==> src/rtl/core/irpw_ram.sv <==
`default_nettype none

module irpw_ram #(
   parameter int WIDTH = 8,
   parameter int DEPTH = 16
) (
   input  wire logic                     clock,
   input  wire logic                     wr_en,
   input  wire logic [$clog2(DEPTH)-1:0] wr_addr,
   input  wire logic [WIDTH-1:0]         wr_data,
   input  wire logic                     rd_en,
   input  wire logic [$clog2(DEPTH)-1:0] rd_addr,
   output logic      [WIDTH-1:0]         rd_data
);

   logic [WIDTH-1:0] mem_ff [DEPTH];
   logic [WIDTH-1:0] rd_data_ff;

   always_ff @(posedge clock) begin
      if (wr_en) begin
         mem_ff[wr_addr] <= wr_data;
      end
      if (rd_en) begin
         rd_data_ff <= mem_ff[rd_addr];
      end
   end

   assign rd_data = rd_data_ff;

endmodule

`default_nettype wire

==> config.mk <==
export PLATFORM = sky130hd
export DESIGN_NAME = irpw_ram
export DESIGN_NICKNAME = d
export VERILOG_FILES = /design/src/rtl/core/irpw_ram.sv
export SDC_FILE = /design/constraint.sdc
export NUM_CORES = 1
export LEC_CHECK = 0
export ABC_AREA = 1
export BUFFER_PORTS_ARGS = -buffer_cell sky130_fd_sc_hd__buf_2
export CAP_MARGIN = 20
export CORE_MARGIN = 5
export CORE_UTILIZATION = 40
export DETAILED_ROUTE_END_ITERATION = 7
export GPL_TIMING_DRIVEN = 0
export HOLD_SLACK_MARGIN = 0.1
export PLACE_DENSITY_LB_ADDON = 0.3
export SLEW_MARGIN = 20
export SYNTH_ARGS = -nofsm -noshare
export SYNTH_HDL_FRONTEND = slang
export SYNTH_SLANG_ARGS = --single-unit
==> constraint.sdc <==
create_clock -name clock -period 2.15 [get_ports clock]
set_input_delay 0.3225 -clock clock [delete_from_list [all_inputs] [get_ports clock]]
set_output_delay 0.3225 -clock clock [all_outputs]
set_load 0.05 [all_outputs]
### Yosys cells after proc, flatten, opt, wreduce, memory -nomap -nowiden

Memories as Yosys holds them, arrays and structs flattened. A register that Yosys moved wholly into a read port is not among the register bits.
Index checks and enable logic that the tools add are counted.

* add/subtract/negate cells: 0
* multipliers: 0
* div/mod/pow operators: 0
* order comparisons: 0
* equality and inequality tests: 0
* shift operators: 0
* multiplexer cells: 2
* bitwise operators: 0
* reduce and logical (&&, ||, !) cells: 0

Operator list (number)
* $mux W1: 2

* flip-flop bits (word level): 0
* bits in latches: 0
* memory bits (writable): 128
* ROM bits: 0
* input bits: 19
* memories kept: 1

Memory list
* mem_ff: words 16, width 8, rd ports 1, clocked after memory_dff 1, wr ports 1, RTL line 16 `logic [WIDTH-1:0] mem_ff [DEPTH];`

### Longest topological paths before layout

Gate-level depths: netlist of run 1.

* word-level depth: 2
* gate-level depth with buffers: 8

### Worst setup path before layout of run 1

Ideal clock, no wire load.

* path kind: in2reg
* start: input wr_addr[2]
* end: memory mem_ff[10][0] (enable)
* setup time: 0.370 ns
* arrival time: 0.903 ns
* data required time: 1.780 ns
* slack: 0.877 ns
* stages: 2
* cell sequence: nand3b_1 nor2_1

RTL lines
* start, declared: RTL line 9 `input wire logic [$clog2(DEPTH)-1:0] wr_addr,`
* end, declared: RTL line 16

No word-level cell before the write port.

### Worst setup path in the final report of run 1

* start: input wr_addr[3]
* end: memory mem_ff[4][1] (enable)

No word-level cell before the write port.

==> results of run 1 <==
==> critical path, stage by stage <==
cell	delay [ns]
buf_2	0.12
nand3b_1	0.28
nor2_1	0.70
==> kinds of logic (layout without fill, tap and decap cells) <==
kind of cell,after synthesis,count (layout),share of synthesized area (%)
AND/OR/NAND/NOR,289,289,20.8
flip-flops,136,136,69.8
buffers and inverters,126,181,9.39
==> through the flow <==
stage	std cells	utilization (%)	setup slack (ns)
final	790	46.9	0.760
after global routing	790	46.9	0.721
after CTS	790	46.9	0.774
after detailed placement	758	42.9	0.329
after global placement	758	42.9	0.387
after floorplan	551	-	0.877
==> power breakdown <==
| part | leakage [nW] | total [W] | switching, W | internal (W) |
|---|---|---|---|---|
| clock network | 0.276 | 0.00281 | 0.00102 | 0.00179 |
| registers | 1.24 | 0.00300 | 0.0000138 | 0.00299 |
| logic | 1.39 | 0.000431 | 0.000319 | 0.000112 |
| total | 2.90 | 0.00624 | 0.00135 | 0.00489 |
==> worst max path at each step <==
stage | from | to | slack, ns | cells past startpoint
after floorplan | wr_addr[2] | mem_ff[10][0] | 0.88 | 2
after global placement | wr_addr[2] | mem_ff[9][5] | 0.39 | 3
after detailed placement | wr_addr[2] | mem_ff[9][3] | 0.33 | 3
after CTS | wr_addr[2] | mem_ff[9][3] | 0.77 | 3
after global routing | wr_addr[0] | mem_ff[12][3] | 0.72 | 4
final | wr_addr[3] | mem_ff[4][1] | 0.76 | 3
==> cell usage after synthesis (all sizes together) <==
cell / n
nor2: 17
buf: 24
nand2: 173
nand3: 97
inv: 102
edfxtp: 136
nand3b: 2
==> metal layers <==
metal | up-vias | track usage, % | wire (um) | share of wire [%]
met5 | - | 0 | 0 | 0
met4 | 0 | 6.90 | 299 | 2.1
met3 | 27 | 3.70 | 1020 | 7.2
met2 | 147 | 26.9 | 6470 | 45
met1 | 1845 | 25.2 | 6450 | 45
li1 | 1869 | - | - | -
==> layout make-up <==
| class | instances | area (um^2) |
|---|---|---|
| Fill cell | 1357 | 7660 |
| Sequential cell | 136 | 4080 |
| Multi-Input combinational cell | 289 | 1210 |
| Clock buffer | 19 | 433 |
| Inverter | 102 | 383 |
| Tap cell | 184 | 230 |
| Buffer | 24 | 166 |
| Clock inverter | 13 | 135 |
| Timing Repair Buffer | 23 | 115 |
==> cell usage in the layout, fill, tap and decap left out, drive strengths merged <==
cell,count
nand2,173
nor2,17
edfxtp,136
inv,102
nand3b,2
buf,47
bufinv,3
clkinv,9
nand3,97
clkbuf,19
clkinvlp,1
==> sequential cells by signal, indices dropped and copies added, names as in the netlist <==
register / flops
mem_ff: 128
rd_data: 8
==> impl_metrics.yaml, run 1 <==
synthesis:
  synth_area_leaders: "edfxtp_1 (70%), nand2_1 (11%), nand3_1 (8.3%)"
  syn_area_um2: 5850
  avgSynthCellArea_um2: 10.6
  syn_nets: 570
  seq_area_frac_synth_pct: 69.8
  synth.top_cell.area_share_pct: 69.8
  ys_warn_count: 0
  synth-seq-cells: 136
  ys_types: 11
  synth_top_area_cell: "edfxtp_1"
  synthCells: 551
floorplan:
  design.core.area_um2: 14400
  fp.dieH_um: 131
  start_util_pct: 40.5
  pin_count: 27
  placementRows: 44
  die_area_um2: 17100
  dieWidth_um: 131
clock_network:
  post_cts_resized: 0
  clock_latency_ns: 0.42
  cts_tree: "built"
  cts_sinks: 136
  cts-root-buf: "clkbuf_16"
  clk_pin_slew_ns: 0.06
  clk_path_buf_depth: 2
  postCtsHoldBufs: 0
  post-cts-setup-buffers: 0
  cts_max_level: 4
  cts_buffers: 17
setup_path:
  r2r_cells: 6
  r2r_end: "rd_data[5]"
  timing.rr.start: "mem_ff[3][5]"
  crit_type: "input port to register"
  setup.worst_path.start_class: "input port"
  required_ns: 2.19
  reg2reg_setup_slack_ns: 0.97
  path_max_fanout: 8
  cp.arrival_ns: 1.43
  endpoint_kind: "register"
drt:
  routed_wl_um: 14200
  vias_per_cell: 4.92
  first_pass_iters: 7
  drtIter0Drc: 432
  final_antenna_net_count: 0
  wl_per_cell_um: 18.0
  post-route-drc-count: 0
  vias: 3888
global_route:
  grt_pass1_vias: 3686
  grtUsageTotal_pct: 17.8
  antenna_found_initial: 0
  gr-total-overflow: 0
  grt_max_degree: 17
  grt_pass1_wl_um: 21600
run_status:
  status: "finished clean"
sta:
  rsz0062_at_grt: "false"
  setup_violations: 0
  finalHoldViolations: 0
  period_needed_ns: 1.39
  relSlewSlack_pct: 42.4
  slew_viol_final: 0
  max_freq_mhz: 719
  period_share_pct: 64.7
  timing.hold.ws_ns: 0.235
  tns_ns: 0
  skew_ns: 0.0103
  tightestPinTransition_ns: 0.861
min_path:
  min_from: "rd_en"
  hp-class: "input port to register"
  min_to: "rd_data[4]"
  min_path_cells: 1
layout:
  antenna_cells: 0
  area_growth_pct: 15.6
  design_area_um2: 6760
  layout-drive-gt1-share_pct: 11.9
  nets: 612
power_and_ir_drop:
  leakage_nw: 2.90
  power_density_nw_per_um2: 923
  ir_drop_mv: 0.481
  p_total_w: 0.00624
place:
  place_area_um2: 6190
  dpl.hpwl_um: 9670
  globalplace.congestion: 0.854
  port_buffers: 23
run:
  drv_cap: 0
Power figures use the tool's default switching activity.
==> run 2, diff against run 1 <==
==> constraint.sdc (replaced) <==
create_clock -name clock -period 1.3 [get_ports clock]
set_input_delay 0.195 -clock clock [delete_from_list [all_inputs] [get_ports clock]]
set_output_delay 0.195 -clock clock [all_outputs]
set_load 0.05 [all_outputs]
==> run 2 against run 1 <==
Against the previous run:
- first-iteration DRC count increased by 0.46%
- design area about the same
- sequential power increased by 66%
- clock skew about the same
- cell count unchanged
- largest power group unchanged
==> impl_metrics.yaml, run 2 (synthesis gave the netlist of run 1 again) <==
run_status:
  status: "finished clean"
sta:
  relSlewSlack_pct: 44.2
  setup_violations: 0
  rsz0062_at_grt: "false"
  period_share_pct: 97.1
  finalHoldViolations: 0
  tns_ns: 0
  slew_viol_final: 0
  period_needed_ns: 1.26
  skew_ns: 0.0107
  max_freq_mhz: 792
  tightestPinTransition_ns: 0.834
floorplan:
  start_util_pct: 40.5
  die_area_um2: 17100
  placementRows: 44
  fp.dieH_um: 131
  dieWidth_um: 131
  design.core.area_um2: 14400
  pin_count: 27
drt:
  first_pass_iters: 5
  wl_met2_um: 6480
  post-route-drc-count: 0
  wl_per_cell_um: 18.0
  highest_layer: "met4"
  wl_met3_um: 988
  vias: 3870
  drtIter0Drc: 434
  final_antenna_net_count: 0
  vias_per_cell: 4.90
  wl_met1_um: 6450
  routed_wl_um: 14200
layout:
  antenna_cells: 0
  layout_commonest_cell: "nand2_1"
  final_util_pct: 46.9
  regMostFlops: "mem_ff"
  nets: 612
  largest_reg_flops: 128
  nFillCells: 1358
  area_growth_pct: 15.7
  layout-drive-gt1-share_pct: 12.0
  design_area_um2: 6760
  final_cell_mix: "nand2_1 (173), edfxtp_1 (136), inv_1 (100)"
global_route:
  grt_pass1_vias: 3686
  grt_pass1_wl_um: 21600
  antenna_found_initial: 0
  gr-total-overflow: 0
  grtUsageTotal_pct: 17.8
  grt_max_degree: 17
clock_network:
  cts_tree: "built"
  clk_path_buf_depth: 2
  cts-root-buf: "clkbuf_16"
  post-cts-setup-buffers: 0
  clk_pin_slew_ns: 0.06
  cts_sinks: 136
  clock_latency_ns: 0.42
  cts_max_level: 4
  cts_buffers: 17
setup_path:
  required_ns: 1.34
  critPathBufInv: 1
  crit_type: "input port to register"
  cp.arrival_ns: 1.30
  timing.rr.start: "mem_ff[3][5]"
  r2r_end: "rd_data[5]"
  crit_family: "simple AND/OR/NAND/NOR gates"
  slowest_delay_ns: 0.70
  setup.worst_path.start_class: "input port"
  r2r_cells: 6
  path_cells: "buf_2 > nand3b_1 > nor2_1"
  crit_slowest_cell: "nor2_1"
  endpoint_kind: "register"
  reg2reg_setup_slack_ns: 0.12
  path_max_fanout: 8
place:
  place_area_um2: 6190
  dpl.hpwl_um: 9670
  globalplace.congestion: 0.854
  port_buffers: 23
power_and_ir_drop:
  p_total_w: 0.0103
  power_density_nw_per_um2: 1530
  ir_drop_mv: 0.797
  leakage_nw: 2.90
min_path:
  min_to: "rd_data[4]"
  hp-class: "input port to register"
  min_from: "rd_en"
  min_path_cells: 1
run:
  drv_cap: 0
-- run 2: cell counts in the layout (fill, tap and decap cells not counted) --
Identical to the previous run, type by type.
-- run 2: final cells by class --
type,instances,area (um^2),area share [%]
clock inverter,13,135,2.00
inverter,102,383,5.66
clock buffer,19,433,6.40
buffer,24,166,2.46
timing repair buffer,23,115,1.70
tap,184,230,3.40
sequential,136,4080,60.4
multi-input combinational,289,1220,18.0
-- run 2: where the power goes --
group	switching, W	total [W]	internal, W
logic	0.000528	0.000713	0.000185
clock network	0.00168	0.00464	0.00296
registers	0.0000229	0.00497	0.00494
total	0.00223	0.0103	0.00808
-- run 2: how the worst max path moves through the flow --
stage | from | end | slack, ns | depth (start not counted)
finish | wr_addr[3] | mem_ff[4][1] | 0.04 | 3
global route | wr_addr[2] | mem_ff[9][0] | 0.005 | 3
CTS | wr_addr[2] | mem_ff[9][3] | 0.05 | 3
detailed placement | wr_addr[2] | mem_ff[9][3] | -0.39 | 3
floorplan | wr_addr[2] | mem_ff[10][0] | 0.15 | 2
global placement | wr_addr[2] | mem_ff[9][5] | -0.34 | 3
-- run 2: worst reg2reg max path: stages (launching register included) --
cell,delay (ns)
edfxtp_1,0.36
nand2_1,0.08
nand2_1,0.07
nand2_1,0.07
nand3_1,0.11
nand3_1,0.14
nand2_1,0.10
-- run 2: stage by stage --
| step | hold slack, ns | setup slack (ns) | instances |
|---|---|---|---|
| final | 0.107 | 0.0378 | 790 |
| after floorplan | 0.294 | 0.154 | 551 |
| after global placement | 0.524 | -0.335 | 758 |
| after global routing | 0.114 | 0.00550 | 790 |
| after CTS | 0.102 | 0.0511 | 790 |
| after detailed placement | 0.545 | -0.393 | 758 |
-- run 2: what timing repair did --
action | 4_1_cts | 5_1_grt
hold buffers | 0 | 0
setup endpoints to repair | 0 | 5
gates resized for setup | 0 | 1
-- run 2: routing by layer --
metal  up-vias  global-route usage [%]
li1       1868                       -
met1      1833                    25.2
met2       142                    26.9
met3        27                    3.70
met4         0                    6.90
met5         -                       0
