<file path="config.mk">
export PLATFORM = sky130hd
export DESIGN_NAME = irpw_ctrl
export DESIGN_NICKNAME = d
export VERILOG_FILES = /design/src/rtl/core/irpw_pkg.sv /design/src/rtl/core/irpw_ctrl.sv
export SDC_FILE = /design/constraint.sdc
export NUM_CORES = 1
export LEC_CHECK = 0
export ABC_AREA = 1
export BUFFER_PORTS_ARGS = -buffer_cell sky130_fd_sc_hd__buf_2
export CORE_UTILIZATION = 35
export DETAILED_ROUTE_END_ITERATION = 7
export PLACE_DENSITY = 0.6
export SKIP_CTS_REPAIR_TIMING = 1
export SYNTH_ARGS = -nofsm -noshare
export SYNTH_HDL_FRONTEND = slang
export SYNTH_SLANG_ARGS = --single-unit
</file>
<file path="constraint.sdc">
create_clock -name clock -period 5.4 [get_ports clock]
set_input_delay 0.27 -clock clock [delete_from_list [all_inputs] [get_ports clock]]
set_output_delay 0.27 -clock clock [all_outputs]
set_load 0.02 [all_outputs]
</file>
<file path="src/rtl/core/irpw_pkg.sv">
`default_nettype none

package irpw_pkg;

   // Operation codes carried on the request channel.
   localparam logic [1:0] OP_EDGE  = 2'd0;
   localparam logic [1:0] OP_ARM   = 2'd1;
   localparam logic [1:0] OP_CLOSE = 2'd2;
   localparam logic [1:0] OP_READ  = 2'd3;

   localparam int MAX_ENTRIES_DEF = 256;

   localparam int TIMER_W = 24;
   localparam int INDEX_W = 8;
   localparam int DUR_W   = 20;
   localparam int COUNT_W = 9;

   // Half of the masked timer difference; this is what gets divided by 25.
   localparam int SPAN_W  = 24;
   // A stored entry: level, then the span without its two always-zero bits.
   localparam int ENTRY_W = 23;

   localparam logic [TIMER_W:0] WRAP_ADD = 25'h0C00000;

   // ceil(2^29 / 25): exact floor division by 25 for any 24-bit span.
   localparam int           RECIP_W     = 25;
   localparam logic [24:0]  RECIP_25    = 25'd21474837;
   localparam int           RECIP_SHIFT = 29;
   localparam int           PROD_W      = SPAN_W + RECIP_W;

   typedef struct packed {
      logic                appended;
      logic                level;
      logic                valid;
      logic                from_ram;
      logic [COUNT_W-1:0]  count;
      logic                active;
      logic [SPAN_W-1:0]   span;
   } rec_type;

   function automatic logic [ENTRY_W-1:0] pack_entry(input logic level,
                                                     input logic [SPAN_W-1:0] span);
      pack_entry = {level, span[SPAN_W-1], span[SPAN_W-4:0]};
   endfunction

   function automatic logic [SPAN_W-1:0] unpack_span(input logic [ENTRY_W-1:0] entry);
      unpack_span = {entry[ENTRY_W-2], 2'b00, entry[ENTRY_W-3:0]};
   endfunction

endpackage

`default_nettype wire

</file>
<file path="src/rtl/core/irpw_ctrl.sv">
`default_nettype none

module irpw_ctrl
   import irpw_pkg::*;
#(
   parameter int MAX_ENTRIES = MAX_ENTRIES_DEF
) (
   input  wire logic                           clock,
   input  wire logic                           reset,
   input  wire logic                           accept,
   input  wire logic [1:0]                     operation,
   input  wire logic                           pin_level,
   input  wire logic [TIMER_W-1:0]             timer_value,
   input  wire logic [INDEX_W-1:0]             read_index,
   output rec_type                             rec,
   output logic                                wr_en,
   output logic [$clog2(MAX_ENTRIES)-1:0]      wr_addr,
   output logic [ENTRY_W-1:0]                  wr_data,
   output logic [$clog2(MAX_ENTRIES)-1:0]      rd_addr
);

   localparam int AW    = $clog2(MAX_ENTRIES);
   localparam int CNT_W = $clog2(MAX_ENTRIES + 1);
   localparam logic [CNT_W-1:0] MAX_CNT = CNT_W'(MAX_ENTRIES);

   logic               active_ff, active_in;
   logic               await_ff, await_in;
   logic               fell_ff, fell_in;
   logic               rose_ff, rose_in;
   logic [TIMER_W-1:0] fall_time_ff, fall_time_in;
   logic [TIMER_W-1:0] rise_time_ff, rise_time_in;
   logic [CNT_W-1:0]   count_ff, count_in;

   logic [TIMER_W-1:0]     last_time;
   logic [TIMER_W:0]       span_sum;
   logic [SPAN_W-1:0]      span_n;
   logic                   room;
   logic                   in_range;
   logic                   append;
   logic [CNT_W+INDEX_W-1:0] cmp_count;
   logic [CNT_W+INDEX_W-1:0] cmp_index;
   logic [CNT_W+COUNT_W-1:0] count_wide;
   logic [AW+INDEX_W-1:0]    index_wide;

   // A rising edge closes a low period that began at the last fall, and the
   // other way round. Bits 22 and 23 of the wrapped difference are dropped.
   assign last_time = pin_level ? fall_time_ff : rise_time_ff;
   assign span_sum  = {1'b0, timer_value} + WRAP_ADD - {1'b0, last_time};
   assign span_n    = {span_sum[TIMER_W], 2'b00, span_sum[TIMER_W-3:1]};
   assign room      = count_ff < MAX_CNT;

   assign cmp_count = {{INDEX_W{1'b0}}, count_ff};
   assign cmp_index = {{CNT_W{1'b0}}, read_index};
   assign in_range  = cmp_index < cmp_count;

   always_comb begin
      active_in    = active_ff;
      await_in     = await_ff;
      fell_in      = fell_ff;
      rose_in      = rose_ff;
      fall_time_in = fall_time_ff;
      rise_time_in = rise_time_ff;
      count_in     = count_ff;
      append       = 1'b0;
      rec          = '0;
      unique case (operation)
         OP_EDGE: begin
            if (active_ff) begin
               if (!pin_level) begin
                  if (await_ff) begin
                     await_in     = 1'b0;
                     fall_time_in = timer_value;
                  end else if (rose_ff) begin
                     append       = room;
                     fall_time_in = timer_value;
                  end
                  fell_in = 1'b1;
                  rose_in = 1'b0;
               end else begin
                  if (fell_ff) begin
                     append       = room;
                     rise_time_in = timer_value;
                  end
                  fell_in = 1'b0;
                  rose_in = 1'b1;
               end
            end
         end
         OP_ARM: begin
            count_in  = '0;
            active_in = 1'b1;
            await_in  = 1'b1;
         end
         OP_CLOSE: begin
            active_in = 1'b0;
         end
         OP_READ: begin
            rec.from_ram = 1'b1;
            rec.valid    = in_range;
         end
      endcase
      if (append) begin
         count_in     = count_ff + 1'b1;
         rec.appended = 1'b1;
         rec.level    = ~pin_level;
         rec.span     = span_n;
      end
      rec.active = active_in;
      rec.count  = count_wide[COUNT_W-1:0];
   end

   assign count_wide = {{COUNT_W{1'b0}}, count_in};
   assign index_wide = {{AW{1'b0}}, read_index};

   assign wr_en   = accept && append;
   assign wr_addr = count_ff[AW-1:0];
   assign wr_data = pack_entry(~pin_level, span_n);
   assign rd_addr = index_wide[AW-1:0];

   always_ff @(posedge clock) begin
      if (reset) begin
         active_ff    <= 1'b0;
         await_ff     <= 1'b0;
         fell_ff      <= 1'b0;
         rose_ff      <= 1'b0;
         fall_time_ff <= '0;
         rise_time_ff <= '0;
         count_ff     <= '0;
      end else if (accept) begin
         active_ff    <= active_in;
         await_ff     <= await_in;
         fell_ff      <= fell_in;
         rose_ff      <= rose_in;
         fall_time_ff <= fall_time_in;
         rise_time_ff <= rise_time_in;
         count_ff     <= count_in;
      end
   end

endmodule

`default_nettype wire

</file>
Word level (Yosys, flattened, before mapping)
Cells that the tools add are included.
{ "word_totals": {"regBits": 61, "input_bits": 38, "output_inout_bits": 78, "wordCells": 46} }
{ "op_classes": {"n_addsub": 3, "order_cmp": 2, "n_eq_ne": 5, "mux": 20, "n_bitwise": 1, "n_reduce_logical": 8} }
{ "ops": {"columns": ["op", "count"], "rows": [
  ["24-bit 2-to-1 mux", 4],
  ["24-bit by 24-bit adder with 25-bit output, second input constant", 1],
  ["25-bit by 24-bit subtractor with 25-bit output", 1],
  ["9-bit 2-to-1 mux", 2],
  ["1-bit 2-to-1 mux", 10],
  ["5-bit AND reduction", 2],
  ["9-bit by 1-bit adder with 9-bit output, second input constant", 1],
  ["8-bit by 9-bit < comparator with 1-bit output", 1],
  ["9-bit < comparator, second input constant", 1],
  ["2-bit equality test, second input constant", 2],
  ["2-bit 2-to-1 mux", 2],
  ["2-bit != test, second input constant", 2],
  ["1-bit one-hot mux with 2 select lines", 2],
  ["4-bit AND reduction", 1],
  ["2-bit nonzero test", 2],
  ["3-bit AND reduction", 1],
  ["2-bit by 1-bit equality test with 1-bit output, second input constant", 1],
  ["2-bit logical NOT", 1],
  ["1-bit logical AND", 1],
  ["1-bit NOT", 1]
]} }

Depth between registers and ports, before layout
{ "depth": {"ltp_word": 7, "mapped_depth": 17, "depth_no_buf": 16} }

Least setup slack after synthesis
Ideal clock, no wire load.
{ "synth_path": {"kind": "in2out", "start": "input port pin_level", "end": "output port rec[10] (netlist name)", "t_arrival_ns": 2.719, "required_ns": 5.130, "path_slack_ns": 2.411, "cell_stages": 14, "n_path_buf": 2, "path_cell_list": "buf_6 > buf_2 > mux2i_1 > ha_1 > ha_1 > inv_1 > fa_1 > inv_1 > nand3_1 > nor2_1 > nand2_1 > nand3_1 > xor2_1 > and2_1"} }
{ "synth_lines": {"columns": ["item", "line_no", "rtl"], "rows": [
  ["from (decl)", "irpw_ctrl.sv:12", "input wire logic pin_level,"],
  ["to (decl)", "irpw_ctrl.sv:15", "output rec_type rec,"]
]} }

==> metrics.yaml <==
fin_ws_ns: 1.884
async_flop_share: 0
drt_iter0_markers: 225
grt_start_max_net_pins: 62
slew_headroom: 0.3944
clock_sinks: 61
vdd_drop_max_mv: 0.1541
power_mw: 1.368
synth_largest_area_cell: "dfxtp_1"
power_per_cell_area_nw_per_um2: 230.0
timing.setup.tns_ns: 0
grt_usage: 0.1819
hp-class: "input pin to flip-flop"
ys_ff_latch: 61
clk_pin_slew_ns: 0.06
hold_viol_final: 0
overflow: 0
die_y_um: 123.9
place_ws_ns: 1.904
start_util: 0.3579
critPathLaunchType: "input pin"
rsz0062_at_grt: "no"
synth.area.top_cells: "dfxtp_1 (23%), nand2_1 (18%), ha_1 (14%), inv_1 (7.6%), a21oi_1 (7.3%)"
root_buffer: "clkbuf_16"
max_slew.worst_pin.slew_ns: 0.9083
post-route-min-period_ns: 3.516
numPortBuffers: 113
place_inst: 1040
diodes: 0
core_um2: 14530
layout.nets: 963
place_congestion: 0.9786
area_growth_pct: 14.36
first_global_vias: 4357
grt_busiest_layer: "met2"
antenna_found_initial: 0
clock_path_buffers: 2
synth_most_common_cell: "nand2_1"
drt-pass1-iter-count: 5
netlist_area_um2: 5201
path_max_fanout: 28
drv_cap: 0
critPathArrivalTime_ns: 3.25
fmax_mhz: 284.4
finalCritPeriodShare: 0.6512
setup_viol: 0
syn_area_per_cell_um2: 6.626
cts.htree.levels: 3
yosys.area.top_type_share: 0.2348
use_met3: 0.04396
ys_seq_area_frac: 0.2348
finalMaxSlewViolations: 0
grt_util_met1: 0.2246
cts_tree: "done"
status: "complete, no violations"
power_leakage_nw: 3.068
multi_input_area_um2: 3232
drive_gt1_frac: 0.1883
num_vias: 4938
synthFlopType: "dfxtp_1"
wl_um: 13280
std_cell_rows: 44
yosysWarnings: 0
yosys-top-cells-count: "nand2_1 (252), inv_1 (105), a21oi_1 (76)"
die_area_um2: 15350
final_cells: 1055
worstSkewPairLatency_ns: 0.34
final_cell_area_um2: 5948
worstSetupEndpointType: "output port"
die_w_um: 123.9
via_per_inst: 4.681
fillers: 1622
placedInstanceArea_um2: 5688
numCtsBuffers: 9
required_ns: 5.13
syn_inst: 785
yosysUniqueCellTypes: 41
ant_nets: 0
route.detailed.drc: 0
synth_edf_count: 0
finalClockSkew_ns: 0.005060
io_pins: 116
post_drt_wl_per_cell_um: 12.58
place_hpwl_um: 9888
gr-usage-met2: 0.3132
crit_type: "input pin to output port"
register_area_um2: 1221
grt_pass1_wl_um: 21390
[path summary, 6_finish.rpt]
| path | from | end | slack, ns | depth (start not counted) |
|---|---|---|---|---|
| max | pin_level | rec[14] | 1.88 | 16 |
| min | timer_value[12] | fall_time_ff[12]$_SDFFE_PP0P_ | 0.20 | 3 |
| max reg2reg | active_ff$_SDFFE_PP0P_ | rise_time_ff[9]$_SDFFE_PP0P_ | 3.30 | 7 |
| min reg2reg | rise_time_ff[17]$_SDFFE_PP0P_ | rise_time_ff[17]$_SDFFE_PP0P_ | 0.46 | 2 |
[where the power goes]
part	internal, mW	switching [mW]
sequential	0.456	0.00683
combinational	0.128	0.250
clock	0.319	0.208
total	0.903	0.465
[metrics by stage]
| step | util | hold slack (ns) |
|---|---|---|
| global route | 0.4093 | 0.2030 |
| detailed placement | 0.3914 | 0.4521 |
| CTS | 0.4093 | 0.1898 |
| finish | 0.4093 | 0.2020 |
| floorplan | - | 0.4127 |
| global placement | 0.3914 | 0.4487 |
[flip-flops by register name, indices dropped and copies added, names as in the netlist]
signal	flops
rose_ff	1
await_ff	1
fall_time_ff	24
count_ff	9
rise_time_ff	24
fell_ff	1
active_ff	1
[layout make-up]
| class | instances | area share |
|---|---|---|
| clock buffer | 13 | 0.04207 |
| clock inverter | 2 | 0.001683 |
| inverter | 113 | 0.07257 |
| multi-input combinational | 568 | 0.5433 |
| sequential | 61 | 0.2053 |
| tap | 184 | 0.03870 |
| timing repair buffer | 114 | 0.09634 |
[layout by cell type, fill, tap and decap left out, drive strengths merged, types with 4 or more instances in the layout]
master  Yosys  routed
a211oi      4       4
a21oi      82      82
and2        5       5
buf        37     114
clkbuf      7      13
dfxtp      61      61
ha         57      57
inv       112     112
mux2i      21      21
nand2     262     262
nand3      32      32
nand3b      5       5
nand4       6       6
nor2       54      54
o21ai      15      15
o21bai      4       4
xnor2       7       7
xor2        6       6
[metal layers]
layer / wire, µm / vias up
met4: 173 / 0
met1: 6266 / 2180
met2: 6205 / 111
met5: 0 / -
met3: 632 / 13
li1: - / 2634
[critical path: stages]
cell      delay [ns]
buf_2           0.68
mux2i_1         0.17
ha_1            0.32
ha_1            0.22
inv_1           0.07
fa_1            0.39
inv_1           0.08
nand3_1         0.12
nand2_1         0.17
nand2_1         0.07
nand2_1         0.09
nand3_1         0.11
nand3b_1        0.12
nand2_1         0.08
nor2_1          0.09
buf_2           0.18
[cells by family (layout without fill, tap and decap cells)]
| group | count (synthesis) | in the layout | synth area share |
|---|---|---|---|
| XOR/XNOR | 13 | 13 | 0.02189 |
| adder cells (fa/ha/maj) | 58 | 58 | 0.1410 |
| AO/OA/AOI/OAI | 108 | 108 | 0.1186 |
| buffers and inverters | 157 | 242 | 0.1446 |
| AND/OR/NAND/NOR | 366 | 366 | 0.2981 |
| other | 1 | 2 | 0.0007210 |
| multiplexers | 21 | 21 | 0.04041 |
| flip-flops | 61 | 61 | 0.2348 |
Power figures use the tool's default switching activity.
