### config.mk
export PLATFORM = sky130hd
export DESIGN_NAME = irpw_pipe
export DESIGN_NICKNAME = d
export VERILOG_FILES = /design/src/rtl/core/irpw_pkg.sv /design/src/rtl/core/irpw_pipe.sv
export SDC_FILE = /design/constraint.sdc
export NUM_CORES = 1
export LEC_CHECK = 0
export ABC_AREA = 1
export BUFFER_PORTS_ARGS = -buffer_cell sky130_fd_sc_hd__buf_2
export CORE_MARGIN = 2
export CORE_UTILIZATION = 25
export DETAILED_ROUTE_END_ITERATION = 10
export SLEW_MARGIN = 5
export SYNTH_ARGS = -nofsm -noshare
export SYNTH_HDL_FRONTEND = slang
export SYNTH_SLANG_ARGS = --single-unit
### constraint.sdc
create_clock -name clock -period 8.15 [get_ports clock]
set_clock_uncertainty 0.15 [all_clocks]
set_input_delay 1.63 -clock clock [delete_from_list [all_inputs] [get_ports clock]]
set_output_delay 1.63 -clock clock [all_outputs]
set_load 0.02 [all_outputs]
### src/rtl/core/irpw_pkg.sv
`default_nettype none

package irpw_pkg;

   // Operation codes carried on the request channel.
   localparam logic [1:0] OP_EDGE  = 2'd0;
   localparam logic [1:0] OP_ARM   = 2'd1;
   localparam logic [1:0] OP_CLOSE = 2'd2;
   localparam logic [1:0] OP_READ  = 2'd3;

   localparam int MAX_ENTRIES_DEF = 256;

   localparam int TIMER_W = 24;
   localparam int INDEX_W = 8;
   localparam int DUR_W   = 20;
   localparam int COUNT_W = 9;

   // Half of the masked timer difference; this is what gets divided by 25.
   localparam int SPAN_W  = 24;
   // A stored entry: level, then the span without its two always-zero bits.
   localparam int ENTRY_W = 23;

   localparam logic [TIMER_W:0] WRAP_ADD = 25'h0C00000;

   // ceil(2^29 / 25): exact floor division by 25 for any 24-bit span.
   localparam int           RECIP_W     = 25;
   localparam logic [24:0]  RECIP_25    = 25'd21474837;
   localparam int           RECIP_SHIFT = 29;
   localparam int           PROD_W      = SPAN_W + RECIP_W;

   typedef struct packed {
      logic                appended;
      logic                level;
      logic                valid;
      logic                from_ram;
      logic [COUNT_W-1:0]  count;
      logic                active;
      logic [SPAN_W-1:0]   span;
   } rec_type;

   function automatic logic [ENTRY_W-1:0] pack_entry(input logic level,
                                                     input logic [SPAN_W-1:0] span);
      pack_entry = {level, span[SPAN_W-1], span[SPAN_W-4:0]};
   endfunction

   function automatic logic [SPAN_W-1:0] unpack_span(input logic [ENTRY_W-1:0] entry);
      unpack_span = {entry[ENTRY_W-2], 2'b00, entry[ENTRY_W-3:0]};
   endfunction

endpackage

`default_nettype wire

### src/rtl/core/irpw_pipe.sv
`default_nettype none

module irpw_pipe
   import irpw_pkg::*;
(
   input  wire logic                clock,
   input  wire logic                reset,
   input  wire logic                req_valid,
   output logic                     req_ready,
   input  wire rec_type             rec,
   input  wire logic [ENTRY_W-1:0]  rd_data,
   input  wire logic                rsp_ready,
   output logic                     rsp_valid,
   output logic                     rsp_appended,
   output logic                     rsp_entry_level,
   output logic [DUR_W-1:0]         rsp_entry_duration,
   output logic                     rsp_entry_valid,
   output logic [COUNT_W-1:0]       rsp_entry_count,
   output logic                     rsp_capture_active
);

   logic en1, en2, en3;
   logic accept;

   logic         s1_valid_ff, s1_valid_in;
   rec_type      s1_rec_ff, s1_rec_in;

   logic               s2_valid_ff, s2_valid_in;
   logic               s2_appended_ff, s2_appended_in;
   logic               s2_level_ff, s2_level_in;
   logic               s2_hit_ff, s2_hit_in;
   logic [COUNT_W-1:0] s2_count_ff, s2_count_in;
   logic               s2_active_ff, s2_active_in;
   logic [PROD_W-1:0]  s2_product_ff, s2_product_in;

   logic               out_valid_ff, out_valid_in;
   logic               out_appended_ff, out_appended_in;
   logic               out_level_ff, out_level_in;
   logic [DUR_W-1:0]   out_duration_ff, out_duration_in;
   logic               out_hit_ff, out_hit_in;
   logic [COUNT_W-1:0] out_count_ff, out_count_in;
   logic               out_active_ff, out_active_in;

   logic              use_ram;
   logic [SPAN_W-1:0] mul_span;
   logic              mul_level;

   assign en3       = !out_valid_ff || rsp_ready;
   assign en2       = !s2_valid_ff || en3;
   assign en1       = !s1_valid_ff || en2;
   assign req_ready = en1;
   assign accept    = req_valid && en1;

   // Reads take level and span from the memory word present in stage one;
   // every other item carries its own (possibly zero) span.
   assign use_ram   = s1_rec_ff.from_ram && s1_rec_ff.valid;
   assign mul_span  = use_ram ? unpack_span(rd_data) : s1_rec_ff.span;
   assign mul_level = use_ram ? rd_data[ENTRY_W-1] : s1_rec_ff.level;

   always_comb begin
      s1_valid_in = en1 ? req_valid : s1_valid_ff;
      s1_rec_in   = accept ? rec : s1_rec_ff;

      s2_valid_in    = en2 ? s1_valid_ff : s2_valid_ff;
      s2_appended_in = s2_appended_ff;
      s2_level_in    = s2_level_ff;
      s2_hit_in      = s2_hit_ff;
      s2_count_in    = s2_count_ff;
      s2_active_in   = s2_active_ff;
      s2_product_in  = s2_product_ff;
      if (s1_valid_ff && en2) begin
         s2_appended_in = s1_rec_ff.appended;
         s2_level_in    = mul_level;
         s2_hit_in      = s1_rec_ff.valid;
         s2_count_in    = s1_rec_ff.count;
         s2_active_in   = s1_rec_ff.active;
         s2_product_in  = {{RECIP_W{1'b0}}, mul_span} * {{SPAN_W{1'b0}}, RECIP_25};
      end

      out_valid_in    = en3 ? s2_valid_ff : out_valid_ff;
      out_appended_in = out_appended_ff;
      out_level_in    = out_level_ff;
      out_duration_in = out_duration_ff;
      out_hit_in      = out_hit_ff;
      out_count_in    = out_count_ff;
      out_active_in   = out_active_ff;
      if (s2_valid_ff && en3) begin
         out_appended_in = s2_appended_ff;
         out_level_in    = s2_level_ff;
         out_duration_in = s2_product_ff[RECIP_SHIFT +: DUR_W];
         out_hit_in      = s2_hit_ff;
         out_count_in    = s2_count_ff;
         out_active_in   = s2_active_ff;
      end
   end

   always_ff @(posedge clock) begin
      if (reset) begin
         s1_valid_ff  <= 1'b0;
         s2_valid_ff  <= 1'b0;
         out_valid_ff <= 1'b0;
      end else begin
         s1_valid_ff  <= s1_valid_in;
         s2_valid_ff  <= s2_valid_in;
         out_valid_ff <= out_valid_in;
      end
   end

   always_ff @(posedge clock) begin
      s1_rec_ff       <= s1_rec_in;
      s2_appended_ff  <= s2_appended_in;
      s2_level_ff     <= s2_level_in;
      s2_hit_ff       <= s2_hit_in;
      s2_count_ff     <= s2_count_in;
      s2_active_ff    <= s2_active_in;
      s2_product_ff   <= s2_product_in;
      out_appended_ff <= out_appended_in;
      out_level_ff    <= out_level_in;
      out_duration_ff <= out_duration_in;
      out_hit_ff      <= out_hit_in;
      out_count_ff    <= out_count_in;
      out_active_ff   <= out_active_in;
   end

   assign rsp_valid          = out_valid_ff;
   assign rsp_appended       = out_appended_ff;
   assign rsp_entry_level    = out_level_ff;
   assign rsp_entry_duration = out_duration_ff;
   assign rsp_entry_valid    = out_hit_ff;
   assign rsp_entry_count    = out_count_ff;
   assign rsp_capture_active = out_active_ff;

endmodule

`default_nettype wire

# Yosys cells after proc, flatten, opt, wreduce, memory -nomap -nowiden
# Cells that the tools add are included.
# word_totals
regBits,136
elab_cells,35
# classes
multipliers,1
mux,2
reduce_logical,10
# ops
op,count
$mul A24 B25 Y49 const B,1
$mux W24,1
$logic_and A1 B1 Y1,4
$logic_not A1 Y1,3
$logic_or A1 B1 Y1,3
$mux W1,1

# Logic depth before layout (Yosys ltp)
# depth
word_depth,5
depth_mapped,33

# Worst setup path before layout
# No wires, ideal clock.
# synth_timing
path_kind,input port to flip-flop
startpoint,input rd_data[7]
endpoint,register s2_product_ff[48] (data pin)
setup_ps,254
arrival_ps,7063
t_required_ps,7746
path_slack_ps,683
path_stages,23
n_path_buf,0
path_cell_list,inv_1 -> o21ai_0 -> fa_1 -> fa_1 -> inv_1 -> fa_1 -> inv_1 -> fa_1 -> fa_1 -> fa_1 -> inv_1 -> fa_1 -> inv_1 -> ha_1 -> nand2_1 -> nor2_1 -> inv_1 -> nor2_1 -> nand2_1 -> nor2_1 -> nand2_1 -> nand4_1 -> nand2_1
# synth_via
elab_chain_cells,2
# synth_rtl
item,line_no,rtl
"start, declared",irpw_pipe.sv:11,"input wire logic [ENTRY_W-1:0] rd_data,"
$mux W24,irpw_pipe.sv:57,assign mul_span = use_ram ? unpack_span(rd_data) : s1_rec_ff.span;
$mul A24 B25 Y49,irpw_pipe.sv:77,"s2_product_in = {{RECIP_W{1'b0}}, mul_span} * {{SPAN_W{1'b0}}, RECIP_25};"
"end signal, assigned",irpw_pipe.sv:116,s2_product_ff <= s2_product_in;
"end, declared",irpw_pipe.sv:34,"logic [PROD_W-1:0] s2_product_ff, s2_product_in;"
# Every way passes these cells.
# A chain may end at the register's enable or synchronous reset.

# Final worst setup path
# layout_timing
startpoint,input rd_data[5]
endpoint,register s2_product_ff[32] (data pin)
# Same word-level chain as after synthesis.

==> results.sh <==
export IMPL_rows=89
export IMPL_drive_gt1_frac=0.111
export IMPL_cp_required_ns=8.17
export IMPL_cts_hold_buf=0
export IMPL_insertion_delay_ns=0.38
export IMPL_cts_tree="built"
export IMPL_vias_per_cell=4.09
export IMPL_synth_seq_area_share=0.214
export IMPL_dieArea_um2=61300
export IMPL_core_um2=58900
export IMPL_avgRoutedWirePerCell_um=15.9
export IMPL_drtAntennaViolNets=0
export IMPL_avgSynthCellArea_um2=8.94
export IMPL_clkSinkCount=107
export IMPL_grt_pass1_wl_mm=63.1
export IMPL_synth_seq_cells=107
export IMPL_synth_nets=2174
export IMPL_critPathCaptureType="register"
export IMPL_synth_area_um2=14800
export IMPL_drcViolationCount=0
export IMPL_whs_path_depth=0
export IMPL_ys_warnings_count=0
export IMPL_grt_setup_unrepaired="false"
export IMPL_fmax_mhz=134
export IMPL_hold_viol=0
export IMPL_root_buffer="clkbuf_16"
export IMPL_dp_hpwl_mm=36.9
export IMPL_tightest_slew_ns=1.06
export IMPL_fin_crit_sh=0.917
export IMPL_cap_violations=0
export IMPL_routed_wl_mm=40.8
export IMPL_critPathKind="input port to register"
export IMPL_numCtsBuffers=9
export IMPL_clkTransAtPathRegs_ns=0.07
export IMPL_grt_overflow=0
export IMPL_tns_ns=0
export IMPL_fill_cells=6262
export IMPL_grt_antenna_before_repair=1
export IMPL_die_w_um=248
export IMPL_die_y_um=248
export IMPL_layout_nets=2309
export IMPL_grt_max_degree=39
export IMPL_synth_cell_type_count=29
export IMPL_critPathArrivalTime_ns=7.49
export IMPL_rr_startpoint="s1_rec_ff[35]"
export IMPL_start_util=0.252
export IMPL_postCtsResizedCells=0
export IMPL_hold_start="s2_count_ff[3]"
export IMPL_io_pins=100
export IMPL_rrSetupSlack_ns=0.97
export IMPL_htreeDepth=3
export IMPL_finalCriticalPeriod_ns=7.48
export IMPL_status="completed"
export IMPL_drv_slew=0
export IMPL_clk_path_buf_depth=2
export IMPL_hp_class="register to register"
export IMPL_routabilityCongestion=0.910
export IMPL_r2r_end="s2_product_ff[32]"
export IMPL_synthCells=1660
export IMPL_vias=10536
export IMPL_start_kind="input port"
export IMPL_firstDrtPassIters=7
export IMPL_hold_end="rsp_entry_count[3]"
export IMPL_slew_headroom=0.291
export IMPL_setup_viol=0
export IMPL_worstPathMaxFanout=5
export IMPL_grt_usage=0.138
export IMPL_n_antenna_cell=0
export IMPL_grt_pass1_vias=11247
export IMPL_post_cts_repair_setup_buffers=0
export IMPL_syn_to_final_growth_pct=13.3
export IMPL_port_buffers=99
export IMPL_r2r_cells=27
export IMPL_drt_iter0_drc=425
metrics by stage:
step | util | instance area, um^2 | hold slack, ns | instances | setup WS, ns
after floorplan | - | 14800 | 0.250 | 1660 | 0.683
after global routing | 0.285 | 16800 | 0.281 | 2573 | 0.296
final | 0.285 | 16800 | 0.272 | 2573 | 0.673
after CTS | 0.285 | 16800 | 0.274 | 2573 | 0.711
after detailed placement | 0.280 | 16500 | 0.256 | 2557 | 0.297
after global placement | 0.280 | 16500 | 0.252 | 2557 | 0.313
cell usage after synthesis (all sizes together):
| master | n | share of area |
|---|---|---|
| edfxtp | 104 | 0.21 |
| inv | 490 | 0.12 |
| nor3 | 7 | 0.0037 |
| a21o | 1 | 0.00051 |
| nand3b | 1 | 0.00051 |
| or2 | 15 | 0.0063 |
| nand3 | 38 | 0.013 |
| nor2 | 87 | 0.027 |
| and2 | 1 | 0.00042 |
| xnor2 | 1 | 0.00059 |
| clkinv | 1 | 0.00025 |
| xor2 | 4 | 0.0024 |
| fa | 199 | 0.27 |
| nor4 | 1 | 0.00042 |
| buf | 1 | 0.00034 |
| nand2 | 368 | 0.095 |
| a21oi | 33 | 0.011 |
| o21ai | 25 | 0.0084 |
| clkbuf | 3 | 0.00076 |
| o21bai | 8 | 0.0040 |
| nand4 | 17 | 0.0072 |
| o21a | 2 | 0.0010 |
| dfxtp | 3 | 0.0040 |
| ha | 250 | 0.21 |
metal layers:
layer | up-vias | wire length, um | track usage
met2 | 181 | 19000 | 0.229
met5 | - | 10 | 0
met1 | 5031 | 19400 | 0.187
met4 | 2 | 788 | 0.0370
met3 | 36 | 1600 | 0.0209
li1 | 5286 | - | -
worst max path at each step:
stage / startpoint / end / slack, ns / depth (start not counted)
after floorplan: rd_data[7] / s2_product_ff[48] / 0.68 / 23
after global placement: rd_data[5] / s2_product_ff[32] / 0.31 / 25
after detailed placement: rd_data[5] / s2_product_ff[32] / 0.30 / 25
after CTS: rd_data[5] / s2_product_ff[32] / 0.71 / 25
after global routing: rd_data[5] / s2_product_ff[32] / 0.30 / 25
final: rd_data[5] / s2_product_ff[32] / 0.67 / 25
registers in the layout (all words and copies together) (netlist names):
name	cells
s1_rec_ff	38
s2_level_ff	1
rsp_entry_level	1
s1_valid_ff	1
rsp_entry_count	9
s2_valid_ff	1
s2_product_ff	20
rsp_entry_duration	20
s2_count_ff	9
s2_appended_ff	1
rsp_entry_valid	1
rsp_valid	1
rsp_appended	1
s2_hit_ff	1
rsp_capture_active	1
s2_active_ff	1
cell type report:
cell class | instances | area, um^2 | area share
timing repair buffer | 128 | 713 | 0.0424
clock inverter | 7 | 67.6 | 0.00402
inverter | 491 | 1840 | 0.110
multi-input combinational | 1058 | 9810 | 0.584
tap | 773 | 967 | 0.0575
clock buffer | 9 | 225 | 0.0134
sequential | 107 | 3180 | 0.189
worst max-delay path, cell delays in order:
cell and delay, ns:
buf_2 0.09, o21ai_0 0.15, buf_4 0.16, inv_1 0.14, fa_1 0.56, fa_1 0.55
inv_1 0.07, fa_1 0.54, inv_1 0.07, fa_1 0.48, fa_1 0.46, fa_1 0.52
inv_1 0.05, fa_1 0.47, inv_1 0.04, ha_1 0.30, nand2_1 0.10, nor2_1 0.23
inv_1 0.07, nor2_1 0.19, nand2_1 0.12, inv_1 0.06, nand2_1 0.05, nand2_1 0.07
xor2_1 0.31
cell families after synthesis:
group                    Yosys count  share of synthesized area
AND/OR/NAND/NOR                  535                      0.153
buffers and inverters            495                      0.125
adder cells (fa/ha/maj)          449                      0.479
flip-flops                       107                      0.214
AO/OA/AOI/OAI                     69                     0.0251
XOR/XNOR                           5                    0.00295
cell usage in the layout, fill, tap and decap left out, types with 15 or more instances in the layout:
cell,n
buf_2,99
nand3_1,38
edfxtp_1,104
ha_1,250
o21ai_0,25
buf_4,29
or2_2,15
inv_1,487
nor2_2,18
a21oi_1,32
nand2_1,355
nor2_1,66
nand4_1,17
fa_1,199
Power is not shown: default switching activity piles up to over one toggle a cycle in this logic, so the estimate is an artifact.
